$ cat src/sv/counting_semaphore_table_core_defines.svh
// Assertion macros for the semaphore table core.
// Used by the top level only; expects clk and rst_n in scope.
`ifndef COUNTING_SEMAPHORE_TABLE_CORE_DEFINES_SVH
`define COUNTING_SEMAPHORE_TABLE_CORE_DEFINES_SVH

// Same-cycle implication, off during reset.
`define CSEM_ASSERT_NOW(label, ante, cons, msg) \
  label: assert property (@(posedge clk) disable iff (!rst_n) (ante) |-> (cons)) \
    else $error(msg);

// Next-cycle implication, off during reset.
`define CSEM_ASSERT_NEXT(label, ante, cons, msg) \
  label: assert property (@(posedge clk) disable iff (!rst_n) (ante) |=> (cons)) \
    else $error(msg);

`endif

$ cat src/sv/csem_pkg.sv
// Shared constants, codes and control types of the semaphore table core.
// No dependencies; imported by every module of the core.
package csem_pkg;

  localparam int NUM_SEMS  = 32;
  localparam int NUM_PROCS = 16;
  localparam int SEM_IW    = (NUM_SEMS > 1) ? $clog2(NUM_SEMS) : 1;
  localparam int PROC_IW   = (NUM_PROCS > 1) ? $clog2(NUM_PROCS) : 1;

  localparam int IN_TDATA_W  = 32;
  localparam int OUT_TDATA_W = 16;

  localparam logic [1:0] FUNC_NEW = 2'd0;
  localparam logic [1:0] FUNC_P   = 2'd1;
  localparam logic [1:0] FUNC_V   = 2'd2;

  localparam logic [1:0] ST_OK     = 2'd0;
  localparam logic [1:0] ST_BAD_ID = 2'd1;
  localparam logic [1:0] ST_FULL   = 2'd2;

  localparam logic signed [15:0] CNT_MAX = 16'sh7fff;
  localparam logic signed [15:0] CNT_MIN = 16'sh8000;

  typedef struct packed {
    logic load;    // capture the accepted request
    logic rd;      // read table entries into the operand stage
    logic commit;  // write back and present the result
  } csem_cmd_t;

  typedef struct packed {
    logic out_free;  // result register can take a new beat this cycle
  } csem_sts_t;

endpackage

$ cat src/sv/csem_ctrl.sv
// Sequencer of the semaphore table core: accept, read, commit.
// Depends on csem_pkg; drives commands to csem_dpath.
module csem_ctrl import csem_pkg::*; (
  input  logic      clk,
  input  logic      rst_n,
  input  logic      in_tvalid,
  output logic      in_tready,
  input  csem_sts_t sts,
  output csem_cmd_t cmd
);

  localparam logic [1:0] S_IDLE = 2'd0;
  localparam logic [1:0] S_READ = 2'd1;
  localparam logic [1:0] S_EXEC = 2'd2;

  logic [1:0] state_r;
  logic [1:0] state_nxt;
  logic       accept;

  // A new beat may enter while the previous one commits; hold off during reset.
  assign in_tready = rst_n && ((state_r == S_IDLE) || ((state_r == S_EXEC) && sts.out_free));
  assign accept    = in_tvalid && in_tready;

  always_comb begin
    cmd.load   = accept;
    cmd.rd     = (state_r == S_READ);
    cmd.commit = (state_r == S_EXEC) && sts.out_free;
    state_nxt  = state_r;
    case (state_r)
      S_IDLE: begin
        if (accept) state_nxt = S_READ;
      end
      S_READ: begin
        state_nxt = S_EXEC;
      end
      S_EXEC: begin
        if (sts.out_free) state_nxt = accept ? S_READ : S_IDLE;
      end
      default: begin
        state_nxt = S_IDLE;
      end
    endcase
  end

  always_ff @(posedge clk) begin
    if (!rst_n) begin
      state_r <= S_IDLE;
    end else begin
      state_r <= state_nxt;
    end
  end

endmodule

$ cat src/sv/csem_dpath.sv
// Datapath of the semaphore table core: tables, free-slot search, count
// update, wait-queue links and the result register. Depends on csem_pkg.
module csem_dpath import csem_pkg::*; (
  input  logic                   clk,
  input  logic                   rst_n,
  input  csem_cmd_t              cmd,
  output csem_sts_t              sts,
  input  logic [IN_TDATA_W-1:0]  in_tdata,
  output logic                   out_tvalid,
  input  logic                   out_tready,
  output logic [OUT_TDATA_W-1:0] out_tdata
);

  // Tables
  logic [NUM_SEMS-1:0] used_r;
  logic [NUM_SEMS-1:0] nonempty_r;
  logic signed [15:0]  count_r [NUM_SEMS];
  logic [3:0]          head_r  [NUM_SEMS];
  logic [3:0]          tail_r  [NUM_SEMS];
  logic [3:0]          next_r  [NUM_PROCS];

  // Captured request
  logic [1:0]         func_r;
  logic [7:0]         sid_r;
  logic signed [15:0] init_r;
  logic [3:0]         pid_r;

  // Operand stage
  logic signed [15:0] cnt_rd_r;
  logic [3:0]         head_rd_r;
  logic [3:0]         tail_rd_r;
  logic [3:0]         nxt_rd_r;
  logic               ne_rd_r;
  logic               used_rd_r;
  logic               sid_ok_r;
  logic               free_found_r;
  logic [SEM_IW-1:0]  free_idx_r;

  // Result register
  logic                   out_valid_r;
  logic [OUT_TDATA_W-1:0] out_data_r;

  logic [SEM_IW-1:0]  sidx;
  logic               free_found;
  logic [SEM_IW-1:0]  free_idx;
  logic               sem_ok;
  logic               pid_ok;
  logic signed [15:0] cnt_dec;
  logic signed [15:0] cnt_inc;

  // Commit controls
  logic [SEM_IW-1:0]  widx;
  logic               wr_cnt;
  logic signed [15:0] cnt_wval;
  logic               wr_head;
  logic [3:0]         head_wval;
  logic               wr_tail;
  logic               wr_next;
  logic               set_used;
  logic               wr_ne;
  logic               ne_wval;
  logic [1:0]         st;
  logic [4:0]         new_id;
  logic               blocked;
  logic               wk_valid;
  logic [3:0]         wk_proc;

  assign sidx = sid_r[SEM_IW-1:0];

  // Lowest free slot: scan from the top so the lowest index wins.
  always_comb begin
    free_found = 1'b0;
    free_idx   = '0;
    for (int i = NUM_SEMS - 1; i >= 0; i--) begin
      if (!used_r[i]) begin
        free_found = 1'b1;
        free_idx   = SEM_IW'(i);
      end
    end
  end

  always_ff @(posedge clk) begin
    if (cmd.load) begin
      func_r <= in_tdata[1:0];
      sid_r  <= in_tdata[9:2];
      init_r <= in_tdata[25:10];
      pid_r  <= in_tdata[29:26];
    end
    if (cmd.rd) begin
      cnt_rd_r     <= count_r[sidx];
      head_rd_r    <= head_r[sidx];
      tail_rd_r    <= tail_r[sidx];
      nxt_rd_r     <= next_r[PROC_IW'(head_r[sidx])];
      ne_rd_r      <= nonempty_r[sidx];
      used_rd_r    <= used_r[sidx];
      sid_ok_r     <= ({1'b0, sid_r} < 9'(NUM_SEMS));
      free_found_r <= free_found;
      free_idx_r   <= free_idx;
    end
  end

  assign sem_ok  = sid_ok_r && used_rd_r;
  assign pid_ok  = ({5'b0, pid_r} < 9'(NUM_PROCS));
  assign cnt_dec = (cnt_rd_r != CNT_MIN) ? cnt_rd_r - 16'sd1 : cnt_rd_r;
  assign cnt_inc = (cnt_rd_r != CNT_MAX) ? cnt_rd_r + 16'sd1 : cnt_rd_r;

  always_comb begin
    widx      = sidx;
    wr_cnt    = 1'b0;
    cnt_wval  = cnt_dec;
    wr_head   = 1'b0;
    head_wval = pid_r;
    wr_tail   = 1'b0;
    wr_next   = 1'b0;
    set_used  = 1'b0;
    wr_ne     = 1'b0;
    ne_wval   = 1'b0;
    st        = ST_OK;
    new_id    = '0;
    blocked   = 1'b0;
    wk_valid  = 1'b0;
    wk_proc   = '0;
    case (func_r)
      FUNC_NEW: begin
        if (free_found_r) begin
          widx     = free_idx_r;
          set_used = 1'b1;
          wr_cnt   = 1'b1;
          cnt_wval = init_r;
          wr_ne    = 1'b1;
          ne_wval  = 1'b0;
          new_id   = 5'(free_idx_r);
        end else begin
          st = ST_FULL;
        end
      end
      FUNC_P: begin
        if (!sem_ok) begin
          st = ST_BAD_ID;
        end else begin
          wr_cnt   = 1'b1;
          cnt_wval = cnt_dec;
          if (cnt_dec < 0) begin
            blocked = 1'b1;
            if (pid_ok) begin
              // Append: link behind the tail, or start a fresh queue.
              wr_tail = 1'b1;
              wr_next = ne_rd_r;
              wr_head = !ne_rd_r;
              wr_ne   = 1'b1;
              ne_wval = 1'b1;
            end
          end
        end
      end
      FUNC_V: begin
        if (!sem_ok) begin
          st = ST_BAD_ID;
        end else begin
          wr_cnt   = 1'b1;
          cnt_wval = cnt_inc;
          if ((cnt_inc <= 0) && ne_rd_r) begin
            wk_valid = 1'b1;
            wk_proc  = head_rd_r;
            if (head_rd_r == tail_rd_r) begin
              wr_ne   = 1'b1;
              ne_wval = 1'b0;
            end else begin
              wr_head   = 1'b1;
              head_wval = nxt_rd_r;
            end
          end
        end
      end
      default: begin
        st = ST_OK;
      end
    endcase
  end

  always_ff @(posedge clk) begin
    if (cmd.commit) begin
      if (wr_cnt)  count_r[widx] <= cnt_wval;
      if (wr_head) head_r[widx]  <= head_wval;
      if (wr_tail) tail_r[widx]  <= pid_r;
      if (wr_next) next_r[PROC_IW'(tail_rd_r)] <= pid_r;
    end
  end

  always_ff @(posedge clk) begin
    if (!rst_n) begin
      used_r     <= '0;
      nonempty_r <= '0;
    end else if (cmd.commit) begin
      if (set_used) used_r[widx]     <= 1'b1;
      if (wr_ne)    nonempty_r[widx] <= ne_wval;
    end
  end

  // Hold the result until taken; a commit refills it in the same cycle.
  always_ff @(posedge clk) begin
    if (!rst_n) begin
      out_valid_r <= 1'b0;
    end else if (cmd.commit) begin
      out_valid_r <= 1'b1;
    end else if (out_tready) begin
      out_valid_r <= 1'b0;
    end
  end

  always_ff @(posedge clk) begin
    if (cmd.commit) begin
      out_data_r <= {3'b0, wk_proc, wk_valid, blocked, new_id, st};
    end
  end

  assign sts.out_free = !out_valid_r || out_tready;
  assign out_tvalid   = out_valid_r;
  assign out_tdata    = out_data_r;

endmodule

$ cat src/sv/counting_semaphore_table_core.sv
// Semaphore table core. A beat passes the request register, the operand stage
// (table read) and the commit, which writes back and loads the result register;
// a stalled result beat holds the commit. A new request may be accepted while the
// previous one commits. Reset clears the slot-used and queue-nonempty flags, the
// sequencer and the result valid; counts and queue links are undefined until written.
`include "counting_semaphore_table_core_defines.svh"
module counting_semaphore_table_core import csem_pkg::*; (
  input  logic                   clk,
  input  logic                   rst_n,
  input  logic                   in_tvalid,
  output logic                   in_tready,
  // [1:0] func, [9:2] sem_id, [25:10] init_value, [29:26] proc_id, [31:30] zero
  input  logic [IN_TDATA_W-1:0]  in_tdata,
  output logic                   out_tvalid,
  input  logic                   out_tready,
  // [1:0] status, [6:2] new_id, [7] blocked, [8] woken_valid, [12:9] woken_proc,
  // [15:13] zero
  output logic [OUT_TDATA_W-1:0] out_tdata
);

  csem_cmd_t cmd;
  csem_sts_t sts;

  csem_ctrl u_ctrl (
    .clk       (clk),
    .rst_n     (rst_n),
    .in_tvalid (in_tvalid),
    .in_tready (in_tready),
    .sts       (sts),
    .cmd       (cmd)
  );

  csem_dpath u_dpath (
    .clk        (clk),
    .rst_n      (rst_n),
    .cmd        (cmd),
    .sts        (sts),
    .in_tdata   (in_tdata),
    .out_tvalid (out_tvalid),
    .out_tready (out_tready),
    .out_tdata  (out_tdata)
  );

  `CSEM_ASSERT_NOW(a_commit_free, cmd.commit, sts.out_free, "commit into a busy result register")
  `CSEM_ASSERT_NEXT(a_accept_reads, in_tvalid && in_tready, cmd.rd, "accepted beat not read")
  `CSEM_ASSERT_NEXT(a_read_commits, cmd.rd, cmd.commit == sts.out_free, "read not followed by commit")
  `CSEM_ASSERT_NEXT(a_commit_valid, cmd.commit, out_tvalid, "commit produced no result beat")

endmodule

$ cat config.mk
export PLATFORM = sky130hd
export DESIGN_NAME = counting_semaphore_table_core
export DESIGN_NICKNAME = d
export VERILOG_FILES = /design/src/sv/csem_pkg.sv /design/src/sv/csem_ctrl.sv /design/src/sv/csem_dpath.sv /design/src/sv/counting_semaphore_table_core.sv
export VERILOG_INCLUDE_DIRS = /design/src /design/src/sv
export SDC_FILE = /design/constraint.sdc
export NUM_CORES = 1
export LEC_CHECK = 0
export ABC_AREA = 1
export BUFFER_PORTS_ARGS = -buffer_cell sky130_fd_sc_hd__buf_2
export CAP_MARGIN = 20
export CORE_UTILIZATION = 60
export CTS_CLUSTER_SIZE = 20
export DETAILED_ROUTE_END_ITERATION = 8
export PLACE_DENSITY = 0.76
export REMOVE_ABC_BUFFERS = 1
export SLEW_MARGIN = 20
export SYNTH_ARGS = -nofsm -noshare
export SYNTH_HDL_FRONTEND = slang
export SYNTH_SLANG_ARGS = --single-unit
$ cat constraint.sdc
create_clock -name clk -period 5.09 [get_ports clk]
set_clock_uncertainty 0.2 [all_clocks]
set_input_delay 1.2725 -clock clk [delete_from_list [all_inputs] [get_ports clk]]
set_output_delay 1.2725 -clock clk [all_outputs]
set_load 0.005 [all_outputs]
Yosys cells after proc, flatten, opt, wreduce, memory -nomap -nowiden
Memories as Yosys holds them, arrays and structs flattened. A register that Yosys moved wholly into a read port is not among the register bits.
Index checks and enable logic that the tools add are counted.
{ "classes": {"addsub": 2, "magnitude_cmp": 6, "eq_ne": 9, "n_mux": 93, "n_bitwise": 1, "reduce_logical": 25} }
{ "op_table": {"columns": ["cell", "n"], "rows": [
  ["$mux 5", 19],
  ["$mux 16", 4],
  ["$mux 4", 12],
  ["$mux 1", 39],
  ["$bwmux 32", 1],
  ["$ne 16x16->1 const B", 2],
  ["$or 32x32->32", 1],
  ["$pmux 16 s2", 1],
  ["$reduce_and 31->1", 1],
  ["$add 16x2->16 const B", 1],
  ["$le 16x1->1 const B", 1],
  ["$lt 16x1->1 const B", 1],
  ["$reduce_and 16->1", 1],
  ["$sub 16x2->16 const B", 1],
  ["$lt 5x6->1 const B", 2],
  ["$mux 3", 4],
  ["$reduce_and 2->1", 6],
  ["$bmux 1 s5", 2],
  ["$mux 2", 5],
  ["$lt 8x6->1 const B", 1],
  ["$reduce_and 8->1", 1],
  ["$logic_and 1x1->1", 6],
  ["$pmux 2 s3", 1],
  ["$demux 1 s5", 1],
  ["15 further kinds", 22]
]} }
{ "totals": {"ff_bits": 123, "mem_bits_rw": 832, "inputBits": 36, "output_inout_bits": 18, "word_cells": 162, "n_memories": 4} }
{ "memory_table": {"columns": ["name", "depth", "width", "read_ports", "rd_ports_with_merged_regs", "write_ports", "line_no", "source"], "rows": [
  ["u_dpath.count_r", 32, 16, 1, 1, 1, "csem_dpath.sv:17", "logic signed [15:0] count_r [NUM_SEMS];"],
  ["u_dpath.head_r", 32, 4, 1, 1, 1, "csem_dpath.sv:18", "logic [3:0] head_r [NUM_SEMS];"],
  ["u_dpath.tail_r", 32, 4, 1, 1, 1, "csem_dpath.sv:19", "logic [3:0] tail_r [NUM_SEMS];"],
  ["u_dpath.next_r", 16, 4, 1, 1, 1, "csem_dpath.sv:20", "logic [3:0] next_r [NUM_PROCS];"]
]} }

Longest topological paths before layout
{ "logic_depth": {"depth_word": 31, "depth_mapped": 31, "ltp_nobuf": 31} }

By module
A second synthesis with hierarchy kept.
{ "unflattened": {"cells_unflattened": 3388, "hier_area_um2": 40502.6} }
{ "modules_own_cells": {"columns": ["module", "instances", "cells_each", "area_per_inst_um2", "seq_area_each_um2"], "rows": [
  ["csem_dpath", 1, 3369, 40377.5, 28787.6],
  ["csem_ctrl", 1, 19, 125.1, 40.0]
]} }

Worst setup path after synthesis
No wires, ideal clock.
{ "synth_timing": {"path_type": "reg2reg", "startpoint": "register u_dpath.cnt_rd_r[0] (read register of u_dpath.count_r)", "endpoint": "memory u_dpath.count_r[0][13] (data pin)", "setup_ps": 454, "arrival_time_ps": 3181, "t_required_ps": 4436, "setup_slack_ps": 1255, "stages_incl_launch_ff": 16, "n_path_buf": 0, "cell_sequence": "edfxtp_1 > inv_1 > ha_1 > nand3_1 > nor3_2 > nand2_2 > nand3_2 > inv_2 > nand2_1 > nor3_2 > nand2_1 > or2_1 > nor3_2 > nand2_1 > xor2_1 > o21ai_0"} }
{ "synth_between": {"elab_chain_len": 4, "elab_cells_between_ends": 9} }
{ "synth_lines": {"columns": ["item", "line_no", "source"], "rows": [
  ["start: declaration", "csem_dpath.sv:29", "logic signed [15:0] cnt_rd_r;"],
  ["$sub 16x2->16 (tied with other cells)", "csem_dpath.sv:104", "assign cnt_dec = (cnt_rd_r != CNT_MIN) ? cnt_rd_r - 16'sd1 : cnt_rd_r;"],
  ["$mux 16, on equally long branches", "csem_dpath.sv:104, csem_dpath.sv:105", null],
  ["$mux 16, on equally long branches", "csem_dpath.sv:157, csem_dpath.sv:125", null],
  ["$pmux 16 s2 (*)", "csem_dpath.sv:123", "case (func_r)"],
  ["via u_dpath.cnt_wval[13]", "csem_dpath.sv:54", "logic signed [15:0] cnt_wval;"],
  ["end: declaration", "csem_dpath.sv:17", null]
]} }
Mark *: on every way through the listed nets, which the timed path passes. The rest lies on a longest branch.

Worst setup path in the final report
{ "layout_timing": {"startpoint": "register u_dpath.cnt_rd_r[0] (read register of u_dpath.count_r)", "endpoint": "memory u_dpath.next_r[11][0] (enable)"} }
{ "layout_between": {"elab_chain_len": 9, "elab_cells_between_ends": 10} }
{ "layout_lines": {"columns": ["item", "line_no", "source"], "rows": [
  ["$sub 16x2->16 or $ne 16x16->1 (tied branches)", "csem_dpath.sv:104", null],
  ["$mux 16 (*)", "csem_dpath.sv:104", null],
  ["$lt 16x1->1 (*)", "csem_dpath.sv:143", "if (cnt_dec < 0) begin"],
  ["$mux 1 (*)", "csem_dpath.sv:143", null],
  ["$mux 1 (*)", "csem_dpath.sv:138", "if (!sem_ok) begin"],
  ["$mux 1 (*)", "csem_dpath.sv:123", null],
  ["$mux 1 (*)", "csem_dpath.sv:186", "if (wr_next) next_r[PROC_IW'(tail_rd_r)] <= pid_r;"],
  ["$mux 1 (*)", "csem_dpath.sv:182", "if (cmd.commit) begin"],
  ["$mux 1 (implied by the code) (*)", "csem_dpath.sv:186", null],
  ["end: declaration", "csem_dpath.sv:20", null]
]} }
Every way passes the cells marked *; elsewhere a longest branch is shown, timed or not.

==> impl_metrics.ini <==
[run_status]
run_status = finished clean

[drt]
wl_per_cell_um = 25.60
vias = 28610
drt_wl_total_um = 110500
ant_nets = 0
drt_pre_antenna_iters = 6
drt_first_iter_violations = 4203
viasPerCell = 6.631
drc = 0

[setup_path]
ff2ff_path_depth = 20
crit_arrival_ns = 4.52
cp-start-kind = flip-flop
path_class = reg -> reg
slowest_stage = nor3_1
cp_num_buf_inv = 3
worstPathCellList = inv_1, ha_1, nand3_1, nor3_2, nand2_2, nand3_2, inv_2, nand2_1, nor3_2, nand2_1, or2_1, nor3_2, nand2_1, xor2_1, nand3_2, inv_2, nand2_2, nor2_4, nand3_1, nor3_1
worstPathRequired_ns = 5.18
crit_family = simple AND/OR/NAND/NOR gates
path_max_fanout = 5
cp-end-kind = flip-flop
slowest_delay_ns = 0.60
cp_num_cells = 20

[logic_synthesis]
ys.warnings.count = 0
synthMuxAreaShare_pct = 0
syn_area_mm2 = 0.04036
yosysUniqueCellTypes = 46
synthFlopType = edfxtp_1
avgSynthCellArea_um2 = 12.00
synth-seq-cells = 984
synth-edff-count = 912
synth-simple-area-share_pct = 10.78
synth-seq-area-share_pct = 71.42
synth_xor_area_share_pct = 0.3689
async_reset_ff_share_pct = 0
synth_top_family_by_area = compound AO/OA/AOI/OAI gates
netlist.area_leader.share_pct = 67.85
synth_cells = 3364
synth-adder-area-share_pct = 0.2170
synth_compound_area_share_pct = 13.42
netlist_top_cells_area = edfxtp_1, nor2_1, o21ai_0
yosysTopAreaCell = edfxtp_1

[pwr]
ir_worst_vdd_mv = 0.2928
p_leak_nw = 14.26
power_w = 0.01704
power.density_mw_per_mm2 = 380.0

[clock_tree]
worstSkewPairLatency_ns = 0.69
cts-htree-levels = 3
root_buffer = clkbuf_16
cts.clk_slew.worst_paths_ns = 0.06
post_cts_buffers = 0
holdBufCountCts = 0
cts_buffer_depth = 3
clkSinkCount = 984
cts_buffers = 96
cts_resized = 0
cts_tree = yes

[die]
core_area_mm2 = 0.06622
die_w_um = 261.4
start_util_pct = 60.95
io_pins = 54
row_count = 94
die-area_mm2 = 0.06831
dieHeight_um = 261.4

[placed_design]
place_inst = 4138
dpl_cell_area_mm2 = 0.04165
gp_routability_congestion = 0.9044
io_buffers = 48
hpwl_um = 64000

[cells_and_area]
stdcell_count = 4315
final_cell_mix = edfxtp_1, nor2_1, o21ai_0
final_common_cell = edfxtp_1
area.growth.synth_to_final_pct = 11.13
nets = 3417
layout-drive-gt1-share_pct = 10.15
fill_cells = 4413
design_area_mm2 = 0.04485

[global_routing]
antenna_found_initial = 2
grt_pass1_vias = 27260
grt_use_total_pct = 32.19
grt_overflow = 0
grt_pass1_wl_um = 162700
grt_max_degree = 235

[sta]
fmax_ghz = 0.2256
fin_hold_ws_ns = 0.2591
drv_slew = 0
finalSetupViolCount = 0
finalSetupTns_ns = 0
worst_pin_slew_ns = 1.149
rsz0062_at_grt = no
min_period_ns = 4.433
slew_headroom_pct = 23.32
hold_viol = 0
finalCritPeriodShare_pct = 87.09

[min_path]
hp-class = reg -> reg
holdPathStages = 2

[job]
max-cap-violations = 0
==> sequential cells by signal, indices dropped and copies added (netlist names), 2 cells and up, named ones only <==
register,flops
u_dpath.nxt_rd_r,4
u_dpath.tail_rd_r,4
u_dpath.used_r,32
u_dpath.head_rd_r,4
u_ctrl.state_r,2
u_dpath.init_r,16
u_dpath.out_tdata,13
u_dpath.sid_r,8
u_dpath.tail_r,128
u_dpath.nonempty_r,32
u_dpath.pid_r,4
u_dpath.func_r,2
u_dpath.cnt_rd_r,16
u_dpath.head_r,128
u_dpath.count_r,512
u_dpath.next_r,64
u_dpath.free_idx_r,5
==> kinds of logic (layout without fill, tap and decap cells) <==
logic type / count (synthesis) / in the layout
AOI/OAI and AO/OA: 905 / 905
xor gates and xnor gates: 17 / 17
adders and majority gates: 7 / 7
buffers and inverters: 388 / 471
DFF: 984 / 984
other: 1 / 5
and+or+nand+nor: 1062 / 1062
==> synthesized netlist by cell type, drive strengths merged, types with 5 or more instances <==
cell    instances
o21ai         515
inv           157
nand2         201
nand4          31
clkbuf        192
o221ai        164
nor3           22
o21bai          5
edfxtp        912
clkinv          6
nand3         117
a31oi          26
dfxtp          72
nor2          681
a22oi           8
nor4            7
ha              7
a21oi          92
o211ai         16
o22ai          52
a32oi          20
xor2           14
buf            33
==> per-stage QoR <==
step / setup WS [ns] / util [%]
floorplan: -8.424 / -
finish: 0.6570 / 67.74
CTS: 0.7341 / 67.65
global route: 0.4322 / 67.73
detailed placement: 0.7316 / 62.89
global placement: 0.8647 / 62.88
==> final timing paths <==
kind | from | slack (ns) | to
max | u_dpath.cnt_rd_r[0]$_DFFE_PN_ | 0.66 | u_dpath.next_r[11][0]$_DFFE_PP_
min | u_dpath.nonempty_r[1]$_SDFFE_PN0P_ | 0.26 | u_dpath.nonempty_r[1]$_SDFFE_PN0P_
max reg2reg | u_dpath.cnt_rd_r[0]$_DFFE_PN_ | 0.66 | u_dpath.next_r[11][0]$_DFFE_PP_
min reg2reg | u_dpath.nonempty_r[1]$_SDFFE_PN0P_ | 0.26 | u_dpath.nonempty_r[1]$_SDFFE_PN0P_
==> cell type report <==
type,count,area [µm²],share of cell area (%)
Antenna cell,2,5.005,0.01116
Timing Repair Buffer,135,947.2,2.112
Inverter,163,623.1,1.389
Clock buffer,124,2539,5.660
Multi-Input combinational cell,1994,10220,22.78
Tap cell,864,1081,2.410
Sequential cell,984,28830,64.27
Clock inverter,49,613.1,1.367
==> power breakdown <==
part | switching [W] | leakage [nW] | total [W] | internal, W
registers | 0.0000390 | 8.81 | 0.00894 | 0.00890
logic | 0.000737 | 3.92 | 0.000970 | 0.000234
clock network | 0.00307 | 1.53 | 0.00713 | 0.00406
==> worst register-to-register path: cells and delay by family (launching register included) <==
family | cells | cell delay (ns)
simple gates | 15 | 2.51
xor+xnor | 1 | 0.40
flops | 1 | 0.38
buf+inv | 3 | 0.34
fa+ha+maj | 1 | 0.23
==> layer usage <==
layer  vias up  routed length, µm  GRT usage, %
met1     13860              40470         41.86
li1      12400                  -             -
met2      2028              52420         51.59
met5         -                 13             0
met3       326              12300         6.678
met4         2               5261         16.55
Note: power is estimated with default switching activity, not from simulation.
